## config.mk

```make
export PLATFORM = sky130hd
export DESIGN_NAME = round_robin_pending_signal_picker_flat
export DESIGN_NICKNAME = d
export VERILOG_FILES = /design/src/sv/rrpsp_pkg.sv /design/src/sv/rrpsp_if.sv /design/src/sv/rrpsp_count_mem.sv /design/src/sv/rrpsp_pick.sv /design/src/sv/round_robin_pending_signal_picker.sv /design/src/flat_wrapper.sv
export SDC_FILE = /design/constraint.sdc
export NUM_CORES = 1
export LEC_CHECK = 0
export ABC_CLOCK_PERIOD_IN_PS = 4700
export BUFFER_PORTS_ARGS = -buffer_cell sky130_fd_sc_hd__buf_2
export CAP_MARGIN = 10
export CORE_MARGIN = 10
export CORE_UTILIZATION = 56
export DETAILED_ROUTE_END_ITERATION = 12
export PLACE_DENSITY = 0.75
export SLEW_MARGIN = 20
export SYNTH_ARGS = -nofsm -noshare
export SYNTH_HDL_FRONTEND = slang
export SYNTH_SLANG_ARGS = --single-unit
```

## constraint.sdc

```tcl
create_clock -name i_clk -period 4.7 [get_ports i_clk]
set_clock_uncertainty 0.05 [all_clocks]
set_input_delay 0.235 -clock i_clk [delete_from_list [all_inputs] [get_ports i_clk]]
set_output_delay 0.235 -clock i_clk [all_outputs]
set_load 0.05 [all_outputs]
```

## src/sv/rrpsp_pkg.sv

```systemverilog
// Shared constants, types and codes for the round-robin pending signal picker.
// Used by every module and interface of the block; depends on nothing.
package rrpsp_pkg;

    // Slot array geometry.
    localparam int SIGNAL_SLOTS = 32;
    localparam int FIRST_SIGNAL = 1;
    localparam int COUNT_BITS   = 16;
    localparam int SLOT_BITS    = (SIGNAL_SLOTS > 1) ? $clog2(SIGNAL_SLOTS) : 1;

    // Fixed field widths of the request and response.
    localparam int OPCODE_W = 1;
    localparam int SIGNUM_W = 5;
    localparam int CODE_W   = 5;
    localparam int SIGCNT_W = 16;
    localparam int TOTAL_W  = 32;

    // Compare width wide enough for both a signal number and the slot count.
    localparam int CMP_W = ((SLOT_BITS > SIGNUM_W) ? SLOT_BITS : SIGNUM_W) + 1;

    typedef logic [SLOT_BITS-1:0]    t_slot;
    typedef logic [COUNT_BITS-1:0]   t_count;
    typedef logic [SIGNAL_SLOTS-1:0] t_slot_vec;

    localparam t_count COUNT_MAX = '1;

    // Request operation codes.
    typedef enum logic [OPCODE_W-1:0] {
        OP_ARRIVE = 1'b0,
        OP_CHOOSE = 1'b1
    } t_op;

    // Control sequencer states.
    typedef enum logic {
        S_IDLE = 1'b0,
        S_EXEC = 1'b1
    } t_state;

    // Result of the rotating find-first.
    typedef struct packed {
        logic  found;
        t_slot idx;
    } t_pick;

endpackage

```

## src/sv/rrpsp_if.sv

```systemverilog
// Request and response channel interfaces of the pending signal picker.
// Depends on rrpsp_pkg for field widths.
interface rrpsp_req_if import rrpsp_pkg::*; ();
    logic                valid;
    logic                ready;
    logic [OPCODE_W-1:0] opcode;
    logic [SIGNUM_W-1:0] signal_number;

    modport source (output valid, opcode, signal_number, input ready);
    modport sink   (input valid, opcode, signal_number, output ready);
endinterface

interface rrpsp_rsp_if import rrpsp_pkg::*; ();
    logic                valid;
    logic                ready;
    logic [CODE_W-1:0]   signal_code;
    logic [SIGCNT_W-1:0] signal_count;
    logic                none_pending;
    logic [TOTAL_W-1:0]  total_handled;

    modport source (output valid, signal_code, signal_count, none_pending, total_handled,
                    input ready);
    modport sink   (input valid, signal_code, signal_count, none_pending, total_handled,
                    output ready);
endinterface

```

## src/sv/rrpsp_count_mem.sv

```systemverilog
// Pending count memory: one write port and one read port, registered read data.
// Depends on rrpsp_pkg for the slot and count types.
module rrpsp_count_mem
    import rrpsp_pkg::*;
(
    input  logic   i_clk,
    input  logic   i_rd_en,
    input  t_slot  i_rd_addr,
    output t_count o_rd_data,
    input  logic   i_wr_en,
    input  t_slot  i_wr_addr,
    input  t_count i_wr_data
);

    t_count r_mem [SIGNAL_SLOTS];
    t_count r_rd_data;

    // Write port.
    always_ff @(posedge i_clk) begin
        if (i_wr_en) begin
            r_mem[i_wr_addr] <= i_wr_data;
        end
    end

    // Read port with registered read data.
    always_ff @(posedge i_clk) begin
        if (i_rd_en) begin
            r_rd_data <= r_mem[i_rd_addr];
        end
    end

    assign o_rd_data = r_rd_data;

endmodule

```

## src/sv/rrpsp_pick.sv

```systemverilog
// Rotating find-first over the pending flags, starting after the scan pointer.
// Depends on rrpsp_pkg for the slot vector and pick result types.
module rrpsp_pick
    import rrpsp_pkg::*;
(
    input  t_slot_vec i_pending,
    input  t_slot     i_ptr,
    output t_pick     o_pick
);

    always_comb begin
        t_slot_vec upper;
        logic      hi_found;
        t_slot     hi_idx;
        logic      lo_found;
        t_slot     lo_idx;

        // Flags strictly above the pointer are searched first.
        for (int i = 0; i < SIGNAL_SLOTS; i++) begin
            upper[i] = i_pending[i] && (t_slot'(i) > i_ptr);
        end

        hi_found = |upper;
        lo_found = |i_pending;
        hi_idx   = '0;
        lo_idx   = '0;

        // Descending loops leave the lowest set index.
        for (int i = SIGNAL_SLOTS - 1; i >= 0; i--) begin
            if (upper[i]) begin
                hi_idx = t_slot'(i);
            end
            if (i_pending[i]) begin
                lo_idx = t_slot'(i);
            end
        end

        // Otherwise wrap to the lowest pending slot.
        o_pick.found = lo_found;
        o_pick.idx   = hi_found ? hi_idx : lo_idx;
    end

endmodule

```

## src/sv/round_robin_pending_signal_picker.sv

```systemverilog
// Round-robin pending signal picker, top level.
// Each request is accepted with its count read in S_IDLE, then updated in S_EXEC; a new request
// is taken only in S_IDLE, and a choose waits in S_EXEC while the last response is not taken.
// A choose response is registered and appears the cycle after the update cycle; an arrival gives
// no response. Synchronous active-low reset clears the pending flags, scan pointer and total;
// flagged-off slots read as zero, so there is no memory clearing pass.
module round_robin_pending_signal_picker
    import rrpsp_pkg::*;
(
    input  logic        i_clk,
    input  logic        i_rst_n,
    rrpsp_req_if.sink   i_req,
    rrpsp_rsp_if.source o_rsp
);

    // Control state.
    t_state    r_state, n_state;
    t_slot_vec r_pending, n_pending;
    t_slot     r_ptr, n_ptr;
    logic [TOTAL_W-1:0] r_total, n_total;
    logic      r_out_valid, n_out_valid;

    // Request held across the update cycle.
    t_op       r_op;
    t_slot     r_slot;
    logic      r_arg_ok;

    // Response payload registers.
    logic [CODE_W-1:0]   r_code, n_code;
    logic [SIGCNT_W-1:0] r_cnt, n_cnt;
    logic                r_none, n_none;
    logic [TOTAL_W-1:0]  r_tot_out, n_tot_out;

    logic   req_accept;
    t_pick  pick;
    t_slot  sig_slot;
    logic   sig_ok;
    t_slot  rd_addr;
    t_count rd_data;
    t_count cur_cnt;
    logic   wr_en;
    t_count wr_data;

    // Arrival slot and range check.
    assign sig_slot = t_slot'(i_req.signal_number);
    assign sig_ok   = (CMP_W'(i_req.signal_number) >= CMP_W'(FIRST_SIGNAL)) &&
                      (CMP_W'(i_req.signal_number) <  CMP_W'(SIGNAL_SLOTS));

    assign i_req.ready = (r_state == S_IDLE);
    assign req_accept  = i_req.valid && i_req.ready;

    rrpsp_pick u_pick (
        .i_pending (r_pending),
        .i_ptr     (r_ptr),
        .o_pick    (pick)
    );

    assign rd_addr = (t_op'(i_req.opcode) == OP_CHOOSE) ? pick.idx : sig_slot;

    rrpsp_count_mem u_mem (
        .i_clk     (i_clk),
        .i_rd_en   (req_accept),
        .i_rd_addr (rd_addr),
        .o_rd_data (rd_data),
        .i_wr_en   (wr_en),
        .i_wr_addr (r_slot),
        .i_wr_data (wr_data)
    );

    // A slot without its pending flag holds a zero count.
    assign cur_cnt = r_pending[r_slot] ? rd_data : '0;

    // Capture the request on acceptance.
    always_ff @(posedge i_clk) begin
        if (req_accept) begin
            r_op <= t_op'(i_req.opcode);
            if (t_op'(i_req.opcode) == OP_CHOOSE) begin
                r_slot   <= pick.idx;
                r_arg_ok <= pick.found;
            end else begin
                r_slot   <= sig_slot;
                r_arg_ok <= sig_ok;
            end
        end
    end

    // Next state, memory write and response load.
    always_comb begin
        n_state     = r_state;
        n_pending   = r_pending;
        n_ptr       = r_ptr;
        n_total     = r_total;
        n_out_valid = (r_out_valid && o_rsp.ready) ? 1'b0 : r_out_valid;
        n_code      = r_code;
        n_cnt       = r_cnt;
        n_none      = r_none;
        n_tot_out   = r_tot_out;
        wr_en       = 1'b0;
        wr_data     = cur_cnt + COUNT_BITS'(1);

        case (r_state)
            S_IDLE: begin
                if (req_accept) begin
                    n_state = S_EXEC;
                end
            end
            S_EXEC: begin
                if (r_op == OP_ARRIVE) begin
                    // Saturating increment of the arriving slot.
                    if (r_arg_ok && (cur_cnt != COUNT_MAX)) begin
                        wr_en             = 1'b1;
                        n_pending[r_slot] = 1'b1;
                    end
                    n_state = S_IDLE;
                end else if (!r_out_valid || o_rsp.ready) begin
                    // Choose: hand out the slot and clear it, or report that none is pending.
                    n_out_valid = 1'b1;
                    if (r_arg_ok) begin
                        n_pending[r_slot] = 1'b0;
                        n_ptr             = r_slot;
                        n_total           = r_total + TOTAL_W'(cur_cnt);
                        n_code            = CODE_W'(r_slot);
                        n_cnt             = SIGCNT_W'(32'(cur_cnt));
                        n_none            = 1'b0;
                        n_tot_out         = r_total + TOTAL_W'(cur_cnt);
                    end else begin
                        n_code    = '0;
                        n_cnt     = '0;
                        n_none    = 1'b1;
                        n_tot_out = '0;
                    end
                    n_state = S_IDLE;
                end
            end
            default: begin
                n_state = S_IDLE;
            end
        endcase
    end

    // Control registers.
    always_ff @(posedge i_clk) begin
        if (!i_rst_n) begin
            r_state     <= S_IDLE;
            r_pending   <= '0;
            r_ptr       <= '0;
            r_total     <= '0;
            r_out_valid <= 1'b0;
        end else begin
            r_state     <= n_state;
            r_pending   <= n_pending;
            r_ptr       <= n_ptr;
            r_total     <= n_total;
            r_out_valid <= n_out_valid;
        end
    end

    // Response payload.
    always_ff @(posedge i_clk) begin
        r_code    <= n_code;
        r_cnt     <= n_cnt;
        r_none    <= n_none;
        r_tot_out <= n_tot_out;
    end

    assign o_rsp.valid         = r_out_valid;
    assign o_rsp.signal_code   = r_code;
    assign o_rsp.signal_count  = r_cnt;
    assign o_rsp.none_pending  = r_none;
    assign o_rsp.total_handled = r_tot_out;

endmodule

```

## src/flat_wrapper.sv

```systemverilog
// flat-port wrapper written by rule: the top's interface ports become plain ports
module round_robin_pending_signal_picker_flat import rrpsp_pkg::*;
  (i_clk, i_rst_n, i_req_valid, i_req_opcode, i_req_signal_number, i_req_ready, o_rsp_valid, o_rsp_signal_code, o_rsp_signal_count, o_rsp_none_pending, o_rsp_total_handled, o_rsp_ready);
  rrpsp_req_if i_req_i ();
  rrpsp_rsp_if o_rsp_i ();
  input  logic i_clk;
  input  logic i_rst_n;
  input wire logic [$bits(i_req_i.valid)-1:0] i_req_valid;
  input wire logic [$bits(i_req_i.opcode)-1:0] i_req_opcode;
  input wire logic [$bits(i_req_i.signal_number)-1:0] i_req_signal_number;
  output wire logic [$bits(i_req_i.ready)-1:0] i_req_ready;
  output wire logic [$bits(o_rsp_i.valid)-1:0] o_rsp_valid;
  output wire logic [$bits(o_rsp_i.signal_code)-1:0] o_rsp_signal_code;
  output wire logic [$bits(o_rsp_i.signal_count)-1:0] o_rsp_signal_count;
  output wire logic [$bits(o_rsp_i.none_pending)-1:0] o_rsp_none_pending;
  output wire logic [$bits(o_rsp_i.total_handled)-1:0] o_rsp_total_handled;
  input wire logic [$bits(o_rsp_i.ready)-1:0] o_rsp_ready;
  assign i_req_i.valid = i_req_valid;
  assign i_req_i.opcode = i_req_opcode;
  assign i_req_i.signal_number = i_req_signal_number;
  assign i_req_ready = i_req_i.ready;
  assign o_rsp_valid = o_rsp_i.valid;
  assign o_rsp_signal_code = o_rsp_i.signal_code;
  assign o_rsp_signal_count = o_rsp_i.signal_count;
  assign o_rsp_none_pending = o_rsp_i.none_pending;
  assign o_rsp_total_handled = o_rsp_i.total_handled;
  assign o_rsp_i.ready = o_rsp_ready;
  round_robin_pending_signal_picker u_core (.i_clk(i_clk), .i_rst_n(i_rst_n), .i_req(i_req_i), .o_rsp(o_rsp_i));
endmodule
```

==> impl_metrics.csv, run 1 <==
group,metric,value,unit
power_and_ir_drop,peakVddDrop,326,uV
logic_synthesis,synth_area,0.0285,mm2
clock_network,htreeDepth,3,
critical_path,critPathMaxFanout,40,
global_route,grt_overflow,0,
clock_network,clock-root-buffer,"clkbuf_16",
finish,fill_cells,3526,
floorplan,rows,82,
global_route,grt_max_degree,72,
logic_synthesis,synth_seq_cells,660,
logic_synthesis,ys.flop_type,"edfxtp_1",
sta,period_share,96.2,%
critical_path,slowest_delay,0.53,ns
placed_design,placed_area,0.0314,mm2
clock_network,clk-insertion-delay-late,0.61,ns
sta,finalWorstSetupSlack,0.177,ns
logic_synthesis,synthArstFlopShare,0,%
logic_synthesis,synth_area_leader_cell,"edfxtp_1",
flow_run,drv_cap,0,
clock_network,cts_inserted_buffers,68,
placed_design,place_hpwl,45800,um
floorplan,die_height,246,um
route,ant_nets,0,
sta,layout_min_cycle_time,4.52,ns
route,via_per_inst,6.11,
finish,n_antenna_cell,0,
placed_design,place.gp.congestion,0.904,
power_and_ir_drop,p_int,9.67,mW
finish,drive_gt1_share,20.9,%
critical_path,cp_slowest_cell,"dfxtp_1",
power_and_ir_drop,p_comb_share,6.3,%
clock_network,clk_pin_slew,0.06,ns
route,drc,0,
clock_network,clockBufferDepth,3,
sta,fmax,0.221,GHz
placed_design,portBuffers,65,
power_and_ir_drop,fin_total_pwr,12.5,mW
power_and_ir_drop,p_leak,11.7,nW
power_and_ir_drop,p_sw_share,22.5,%
logic_synthesis,synth_area_leaders,"edfxtp_1 62%, mux2i_1 6.7%, dfxtp_1 5.0%",
power_and_ir_drop,p_clk_share,42.2,%
route,wl_per_cell,23.8,um
finish,layout_common_cells,"589 x edfxtp_1, 192 x mux2i_1, 160 x nand2_1",
logic_synthesis,netlist_instances,2071,
logic_synthesis,synth_edf_count,589,
sta,max_slew_margin,30.4,%
critical_path,cp_top_family,"compound AO/OA/AOI/OAI gates",
sta,slew_violations,0,
critical_path,path_class,"flop to flop",
floorplan,fp.coreArea,0.0503,mm2
outcome,status,"complete, no violations",
finish,layout_commonest_cell,"edfxtp_1",
placed_design,pre_cts_ws,-0.111,ns
power_and_ir_drop,power_density,370,mW/mm2
finish,nets,2319,
sta,tightestPinTransition,1.04,ns
route,vias,18400,
critical_path,crit_path_end_kind,"flop",
finish,syn_to_final_growth,18.3,%
min_path,hold_path.class,"input port to flop",
finish,layout.area.seq,0.0191,mm2
floorplan,die_area,0.0604,mm2
logic_synthesis,synth.top_cell.area_share,62.0,%
critical_path,crit_chain,"buf_4, nor2_1, o211ai_1, o211a_1, nand4b_1, or4_4, o41ai_2, o21ai_4, buf_4, buf_12, mux2i_1, mux2_2, a22o_1, nor3_1",
sta,tns,0,ns
logic_synthesis,synth_nets,2099,
sta,finalSetupViolCount,0,
logic_synthesis,yosys_warnings,0,
finish,fin_area,0.0337,mm2
global_route,grt.total_usage,23.3,%
clock_network,tritoncts,"done",
global_route,grt_pass1_vias,17900,
route,drt_pass1_iterations,6,
floorplan,start_util,56.8,%
global_route,grt_pass1_wl,107000,um
clock_network,cts_sinks,660,
finish,multi_input_comb_area,0.00912,mm2
floorplan,die_w,246,um
critical_path,cpMostUsedCell,"buf_4",
power_and_ir_drop,power.switching,2.81,mW
logic_synthesis,ys_types,76,
power_and_ir_drop,p_seq_share,51.4,%
floorplan,io_pins,66,
route,drt_wl_total,71700,um
critical_path,cp.required,5.03,ns
logic_synthesis,synth.avg_cell_area,13.8,um2
critical_path,crit_buf_inv,3,
logic_synthesis,yosysSeqAreaShare,67.0,%
global_route,antenna_found_initial,0,
route,drt-initial-drc-count,2085,
critical_path,worstSetupStartpointType,"flop",
critical_path,cp.arrival,4.85,ns
sta,hold_viol,0,
==> power groups by stage <==
| stage | Clock [mW] | Sequential (mW) | Combinational, mW |
|---|---|---|---|
| after CTS | 5.35 | 6.42 | 0.782 |
| after global placement | 0 | 6.54 | 0.766 |
| after floorplan | 0 | 6.56 | 0.467 |
| after detailed placement | 0 | 6.54 | 0.777 |
| after global routing | 5.59 | 6.42 | 0.832 |
| final | 5.28 | 6.42 | 0.789 |
==> worst reg2reg max path, cell delays in order (launching register included) <==
cell	delay, ns
dfxtp_1	0.53
buf_4	0.25
nor2_1	0.08
o211ai_1	0.35
o211a_1	0.28
nand4b_1	0.15
or4_4	0.46
o41ai_2	0.42
o21ai_4	0.19
buf_4	0.25
buf_12	0.20
mux2i_1	0.18
mux2_2	0.27
a22o_1	0.29
nor3_1	0.36
==> final cells by class <==
class                   count  share of cell area (%)
repair buffers            253                    7.01
well taps                 672                    2.49
multi-input cells        1281                    27.0
clock inverters            49                    1.34
clock buffers              75                    5.18
flip-flops and latches    660                    56.6
inverters                  27                   0.300
==> logic make-up after synthesis <==
group,Yosys count,synth area share (%)
DFF,660,67.0
and+or+nand+nor,575,9.91
adders and majority gates,18,0.816
buffers and inverters,131,2.04
muxes,264,9.89
AOI/OAI and AO/OA,379,9.02
xor gates and xnor gates,44,1.35
==> layer usage <==
layer | vias up | GRT usage [%] | part of all wire (%)
met5 | - | 0 | 0
met4 | 0 | 7.62 | 2.8
met3 | 120 | 4.00 | 6.9
met2 | 698 | 37.5 | 48
met1 | 9214 | 31.7 | 43
li1 | 8393 | - | -
==> sequential cells by signal, indices dropped and copies added, names as in the netlist, named ones only <==
register / cells
u_core.o_rsp.none_pending: 1
u_core.u_mem.o_rd_data: 16
u_core.r_state: 1
u_core.u_mem.r_mem: 512
u_core.o_rsp.total_handled: 32
u_core.r_arg_ok: 1
u_core.o_rsp.valid: 1
u_core.r_op: 1
u_core.r_total: 32
u_core.r_ptr: 5
u_core.o_rsp.signal_code: 5
u_core.r_slot: 5
u_core.o_rsp.signal_count: 16
==> repair_timing <==
item	CTS	global route
hold endpoints to repair	1	0
gates cloned	0	2
endpoints found under the setup margin	21	208
setup buffers	1	0
hold buffers	1	0
pin swaps	1	1
resized for setup	3	20
==> metrics by stage <==
| step | util [%] | hold WS, ns | cells |
|---|---|---|---|
| after CTS | 66.9 | 0.0128 | 3015 |
| after global placement | 62.5 | 0.411 | 2889 |
| after detailed placement | 62.5 | 0.427 | 2889 |
| after global routing | 67.1 | 0.0360 | 3017 |
| final | 67.1 | 0.0230 | 3017 |
| after floorplan | - | 0.284 | 2071 |
==> worst paths after layout <==
path	from	depth (start not counted)	slack, ns	end
setup / recovery	u_core.r_ptr[0]$_SDFFE_PN0P_	14	0.18	u_core.u_mem.o_rd_data[8]$_DFFE_PP_
hold / removal	i_req_signal_number[3]	3	0.02	u_core.r_arg_ok$_DFFE_PP_
setup reg to reg	u_core.r_ptr[0]$_SDFFE_PN0P_	14	0.18	u_core.u_mem.o_rd_data[8]$_DFFE_PP_
hold reg to reg	u_core.r_total[12]$_SDFFE_PN0P_	2	0.43	u_core.r_total[12]$_SDFFE_PN0P_
==> synthesized netlist by cell type (23+ instances only) <==
cell type / number
edfxtp_1: 589
nand3_1: 47
buf_2: 28
nand2_1: 163
inv_1: 24
mux2_1: 25
dfxtp_1: 71
a22oi_1: 69
nor3_1: 39
nor2_1: 131
xnor2_1: 25
and2_1: 53
clkbuf_1: 61
o21ai_0: 76
mux2_2: 39
and3_1: 29
a21oi_1: 75
nand4_1: 25
o211ai_1: 23
mux2i_1: 192
No activity file was read; power rests on OpenSTA's default activity.
==> run 2, diff against run 1 <==
Settings changed: ABC_CLOCK_PERIOD_IN_PS 4700 to 5100, CORE_UTILIZATION 56 to 30, MAX_ROUTING_LAYER set to met4, PLACE_DENSITY 0.75 to not set.
Clock period 4.7 ns to 5.1 ns, I/O delays scaled along.
==> run 2 against run 1 <==
- die area is 79% higher
- setup slack improved by 0.0068 ns
- total power fell by 6.8%
- clock power fell by 4.7%
- cell count increased by 18%
- largest cell class unchanged
- largest power group unchanged
- highest routed layer unchanged
==> impl_metrics.csv, run 2 (synthesized netlist as in run 1, its figures left out) <==
group,metric,value,unit
power_and_ir_drop,p_int,9.06,mW
placed_design,pre_cts_ws,0.0636,ns
power_and_ir_drop,fin_total_pwr,11.6,mW
finish,fin_area,0.0337,mm2
floorplan,die_w,328,um
placed_design,placed_area,0.0313,mm2
global_route,grt_max_degree,82,
placed_design,portBuffers,65,
critical_path,critPathMaxFanout,81,
critical_path,worstSetupStartpointType,"flop",
route,drc,0,
sta,hold_viol,0,
finish,layout.area.seq,0.0191,mm2
critical_path,r2r_end,"u_core.u_mem.o_rd_data[15]$_DFFE_PP_",
placed_design,place_hpwl,49700,um
route,wl_per_cell,21.5,um
global_route,grt_pass1_wl,113000,um
finish,fill_cells,9034,
route,drt-initial-drc-count,1677,
sta,period_share,96.4,%
route,vias,18100,
power_and_ir_drop,p_clk_share,43.2,%
floorplan,die_height,328,um
power_and_ir_drop,p_seq_share,51.0,%
sta,finalSetupViolCount,0,
floorplan,die_area,0.108,mm2
finish,utilization,35.5,%
global_route,antenna_found_initial,2,
outcome,status,"complete, no violations",
power_and_ir_drop,power.switching,2.58,mW
min_path,hold_path.class,"input port to flop",
critical_path,reg2reg_from,"u_core.r_ptr[2]$_SDFFE_PN0P_",
critical_path,cp.required,5.43,ns
min_path,min_delay_path_depth,3,
floorplan,start_util,30.1,%
global_route,grt_overflow,0,
floorplan,io_pins,66,
clock_network,cts_sinks,660,
finish,n_antenna_cell,0,
power_and_ir_drop,power_density,346,mW/mm2
global_route,grt_pass1_vias,17600,
route,via_per_inst,5.09,
sta,finalWorstSetupSlack,0.184,ns
power_and_ir_drop,p_comb_share,5.8,%
finish,drive_gt1_share,17.2,%
critical_path,r2r_slack,0.18,ns
floorplan,fp.coreArea,0.0947,mm2
floorplan,rows,113,
sta,holdWs,0.0622,ns
finish,layout_commonest_cell,"edfxtp_1",
clock_network,clock-root-buffer,"clkbuf_16",
sta,fmax,0.203,GHz
finish,syn_to_final_growth,18.0,%
global_route,grt.total_usage,14.1,%
clock_network,cts_inserted_buffers,71,
critical_path,crit_path_end_kind,"flop",
finish,largest_reg_flops,512,
min_path,hold_end,"u_core.r_arg_ok$_DFFE_PP_",
placed_design,place.gp.congestion,0.894,
critical_path,path_class,"flop to flop",
min_path,hp-start,"i_req_signal_number[3]",
clock_network,tritoncts,"done",
finish,top_register,"u_core.u_mem.r_mem",
flow_run,drv_cap,0,
finish,layout_common_cells,"589 x edfxtp_1, 192 x mux2i_1, 160 x nand2_1",
clock_network,htreeDepth,3,
clock_network,clockBufferDepth,3,
critical_path,worstRegToRegCells,14,
sta,slew_violations,0,
critical_path,cp.arrival,5.25,ns
route,drt_wl_total,76500,um
clock_network,clk_pin_slew,0.06,ns
power_and_ir_drop,peakVddDrop,214,uV
route,ant_nets,0,
power_and_ir_drop,p_sw_share,22.2,%
route,drt_pass1_iterations,5,
finish,nets,2262,
finish,multi_input_comb_area,0.00897,mm2
clock_network,clk-insertion-delay-late,0.62,ns
sta,layout_min_cycle_time,4.92,ns
power_and_ir_drop,p_leak,11.4,nW
sta,max_slew_margin,40.9,%
sta,tightestPinTransition,0.887,ns
==> run 2: changes by cell type in the layout (fill, tap and decap cells not counted), sizes merged <==
cell / delta
buf: -58
bufinv: +1
clkbuf: +5
clkdlybuf4s15: -1
clkinv: -3
clkinvlp: -3
inv: -1
nand2: -1
==> run 2: area by class of cell <==
type                            count  area share, %
Clock buffer                       80           5.54
Clock inverter                     43           1.29
Inverter                           27          0.301
Multi-Input combinational cell   1280           26.7
Sequential cell                   660           56.8
Tap cell                         1265           4.70
Timing Repair Buffer              194           4.73
==> run 2: routing by layer <==
layer  vias to the layer above  wire (um)  GRT usage (%)
li1                       8258          -              -
met1                      9048      34100           18.9
met2                       637      35300           21.9
met3                       122       5280           2.66
met4                         0       1730           3.35
met5                         -          0              -
==> run 2: metrics by stage <==
step | instances | TNS, ns
final | 3549 | 0
after global placement | 3423 | 0
after floorplan | 2071 | -2.95
after CTS | 3547 | 0
after global routing | 3549 | -0.00633
after detailed placement | 3423 | 0
==> run 2: what timing repair did <==
item                                    CTS  global route
resized for setup                         0            12
hold endpoints to repair                  1             0
setup buffers                             0             2
hold buffers                              1             0
endpoints found under the setup margin    0           132
==> run 2: power by group through the flow <==
stage / registers (mW) / clock network, mW / logic (mW)
2_1_floorplan: 6.05 / 0 / 0.427
3_3_place_gp: 6.04 / 0 / 0.664
3_5_place_dp: 6.04 / 0 / 0.669
4_1_cts: 5.93 / 5.14 / 0.671
5_1_grt: 5.93 / 5.37 / 0.715
6_report: 5.93 / 5.03 / 0.672
==> run 2: how the worst max path moves through the flow <==
stage | slack, ns | start | cells after the start | endpoint
floorplan | -0.02 | u_core.r_slot[0]$_DFFE_PP_ | 17 | u_core.u_mem.r_mem[11][0]$_DFFE_PP_
global placement | 0.04 | u_core.r_ptr[1]$_SDFFE_PN0P_ | 13 | u_core.u_mem.o_rd_data[15]$_DFFE_PP_
detailed placement | 0.06 | u_core.r_ptr[1]$_SDFFE_PN0P_ | 13 | u_core.u_mem.o_rd_data[15]$_DFFE_PP_
CTS | 0.03 | u_core.r_ptr[1]$_SDFFE_PN0P_ | 13 | u_core.u_mem.o_rd_data[15]$_DFFE_PP_
global route | -0.006 | u_core.r_slot[0]$_DFFE_PP_ | 18 | u_core.o_rsp.total_handled[31]$_SDFFCE_PN0P_
finish | 0.18 | u_core.r_ptr[2]$_SDFFE_PN0P_ | 14 | u_core.u_mem.o_rd_data[15]$_DFFE_PP_
==> run 2: worst max-delay path, stage by stage, from the launching register on <==
cell and delay (ns):
dfxtp_2 0.59, buf_4 0.25, a21boi_0 0.09, o21ai_0 0.37, a31oi_1 0.18, nand4b_1 0.27
or4_4 0.49, o41ai_2 0.51, o21ai_4 0.20, buf_12 0.28, buf_12 0.26, mux2i_1 0.13
a22oi_1 0.30, nand4_1 0.24, nor3_1 0.37
==> run 3, diff against run 2 <==
Settings changed: RECOVER_POWER set to 25.
==> run 3 against run 2 <==
- the run now ends with max-capacitance violations, max-slew violations left
- total power is essentially flat
- maximum frequency is 0.95% lower
- critical path depth unchanged
- routed wire length increased by 0.11%
- sequential power barely moved
- flip-flop and latch count stayed put
- die area did not move
- setup slack lost 0.047 ns
- worst hold slack better by 0.0025 ns
- design area is 0.29% lower
- largest power group unchanged
- highest routed layer unchanged
==> impl_metrics.csv, run 3 (synthesized netlist as in run 1, its figures left out) <==
group,metric,value,unit
route,ant_nets,0,
clock_network,clock-root-buffer,"clkbuf_16",
critical_path,cp.arrival,5.29,ns
finish,layout_common_cells,"589 x edfxtp_1, 192 x mux2i_1, 160 x nand2_1",
finish,top_register,"u_core.u_mem.r_mem",
global_route,grt_pass1_vias,17600,
finish,largest_reg_flops,512,
finish,fin_area,0.0336,mm2
floorplan,io_pins,66,
route,wl_per_cell,21.6,um
finish,syn_to_final_growth,17.6,%
power_and_ir_drop,peakVddDrop,214,uV
clock_network,cts_sinks,660,
placed_design,place.gp.congestion,0.894,
power_and_ir_drop,p_leak,11.2,nW
sta,finalSetupViolCount,0,
clock_network,clockBufferDepth,3,
finish,nets,2262,
route,drt-initial-drc-count,1683,
critical_path,critPathMaxFanout,81,
route,drc,0,
clock_network,clk-insertion-delay-late,0.62,ns
critical_path,worstSetupStartpointType,"flop",
power_and_ir_drop,power_density,347,mW/mm2
outcome,violations,"max-capacitance violations, max-slew violations",
floorplan,die_area,0.108,mm2
floorplan,die_w,328,um
clock_network,htreeDepth,3,
clock_network,clk_pin_slew,0.06,ns
placed_design,place_hpwl,49700,um
placed_design,placed_area,0.0313,mm2
route,drt_pass1_iterations,8,
sta,tightestPinTransition,2.96,ns
finish,n_antenna_cell,0,
global_route,grt_overflow,0,
finish,drive_gt1_share,14.4,%
clock_network,tritoncts,"done",
global_route,grt_max_degree,82,
sta,hold_viol,0,
placed_design,portBuffers,65,
critical_path,crit_path_end_kind,"flop",
route,drt_wl_total,76500,um
global_route,antenna_found_initial,2,
route,vias,18200,
finish,utilization,35.4,%
global_route,grt_pass1_wl,113000,um
clock_network,cts_inserted_buffers,71,
floorplan,die_height,328,um
sta,max_slew_margin,-97.5,%
sta,slew_violations,80,
route,via_per_inst,5.13,
outcome,status,"finished, violations left",
sta,fmax,0.201,GHz
finish,layout_commonest_cell,"edfxtp_1",
floorplan,start_util,30.1,%
sta,layout_min_cycle_time,4.96,ns
floorplan,fp.coreArea,0.0947,mm2
flow_run,drv_cap,2,
sta,period_share,97.3,%
floorplan,rows,113,
min_path,hold_path.class,"input port to flop",
critical_path,cp.required,5.43,ns
critical_path,path_class,"flop to flop",
global_route,grt.total_usage,14.1,%
[run 3: changes by cell type in the layout (fill, tap and decap cells not counted), sizes merged]
| cell | change |
|---|---|
| clkbuf | +63 |
| buf | -63 |
[run 3: per-layer routing]
metal / part of all wire, % / global-route usage (%)
met1: 44 / 18.9
met2: 46 / 21.9
met3: 7.2 / 2.66
met4: 2.3 / 3.35
met5: 0 / -
[run 3: report_power, final]
part	switching (mW)	internal [mW]	leakage (nW)
registers	0.0632	5.87	5.24
clock network	2.09	2.95	1.12
logic	0.433	0.233	4.88
[run 3: through the flow]
stage	setup WS, ns	cells	hold WS (ns)	total power [mW]	setup TNS (ns)
after floorplan	-0.0231	2071	0.304	6.47	-2.95
after global placement	0.0443	3423	0.422	6.71	0
after detailed placement	0.0636	3423	0.432	6.71	0
after CTS	0.0317	3547	0.0410	11.7	0
after global routing	-0.00634	3549	0.0471	12.0	-0.00634
final	0.136	3549	0.0647	11.6	0
[run 3: area by class of cell]
class | count | area [um2]
sequential | 660 | 19100
inverter | 27 | 101
fill | 9071 | 61200
multi-input combinational | 1280 | 8960
clock inverter | 43 | 435
tap | 1265 | 1580
timing repair buffer | 194 | 1500
clock buffer | 80 | 1860
[run 3: critical path, cell delays in order (launching register included)]
cell,delay (ns)
dfxtp_1,0.59
buf_4,0.25
inv_2,0.05
o211a_1,0.25
nor3_1,0.38
nand4b_1,0.24
or4_4,0.49
o41ai_2,0.52
o21ai_4,0.20
buf_12,0.28
buf_12,0.27
mux2i_1,0.13
a22oi_1,0.31
nand4_1,0.25
nor3_1,0.38
[run 3: worst paths after layout]
| check | slack (ns) | startpoint | depth (start not counted) | to |
|---|---|---|---|---|
| setup / recovery | 0.14 | u_core.r_ptr[3]$_SDFFE_PN0P_ | 14 | u_core.u_mem.o_rd_data[15]$_DFFE_PP_ |
| hold / removal | 0.06 | i_req_signal_number[3] | 3 | u_core.r_arg_ok$_DFFE_PP_ |
| setup reg to reg | 0.14 | u_core.r_ptr[3]$_SDFFE_PN0P_ | 14 | u_core.u_mem.o_rd_data[15]$_DFFE_PP_ |
| hold reg to reg | 0.44 | u_core.r_total[2]$_SDFFE_PN0P_ | 2 | u_core.r_total[2]$_SDFFE_PN0P_ |
[run 3: repair_timing]
item                                    in CTS  in global routing
buffers inserted                             0                  2
hold buffers                                 1                  0
endpoints found under the setup margin       0                132
gates resized for setup                      0                 12
hold endpoints to repair                     1                  0
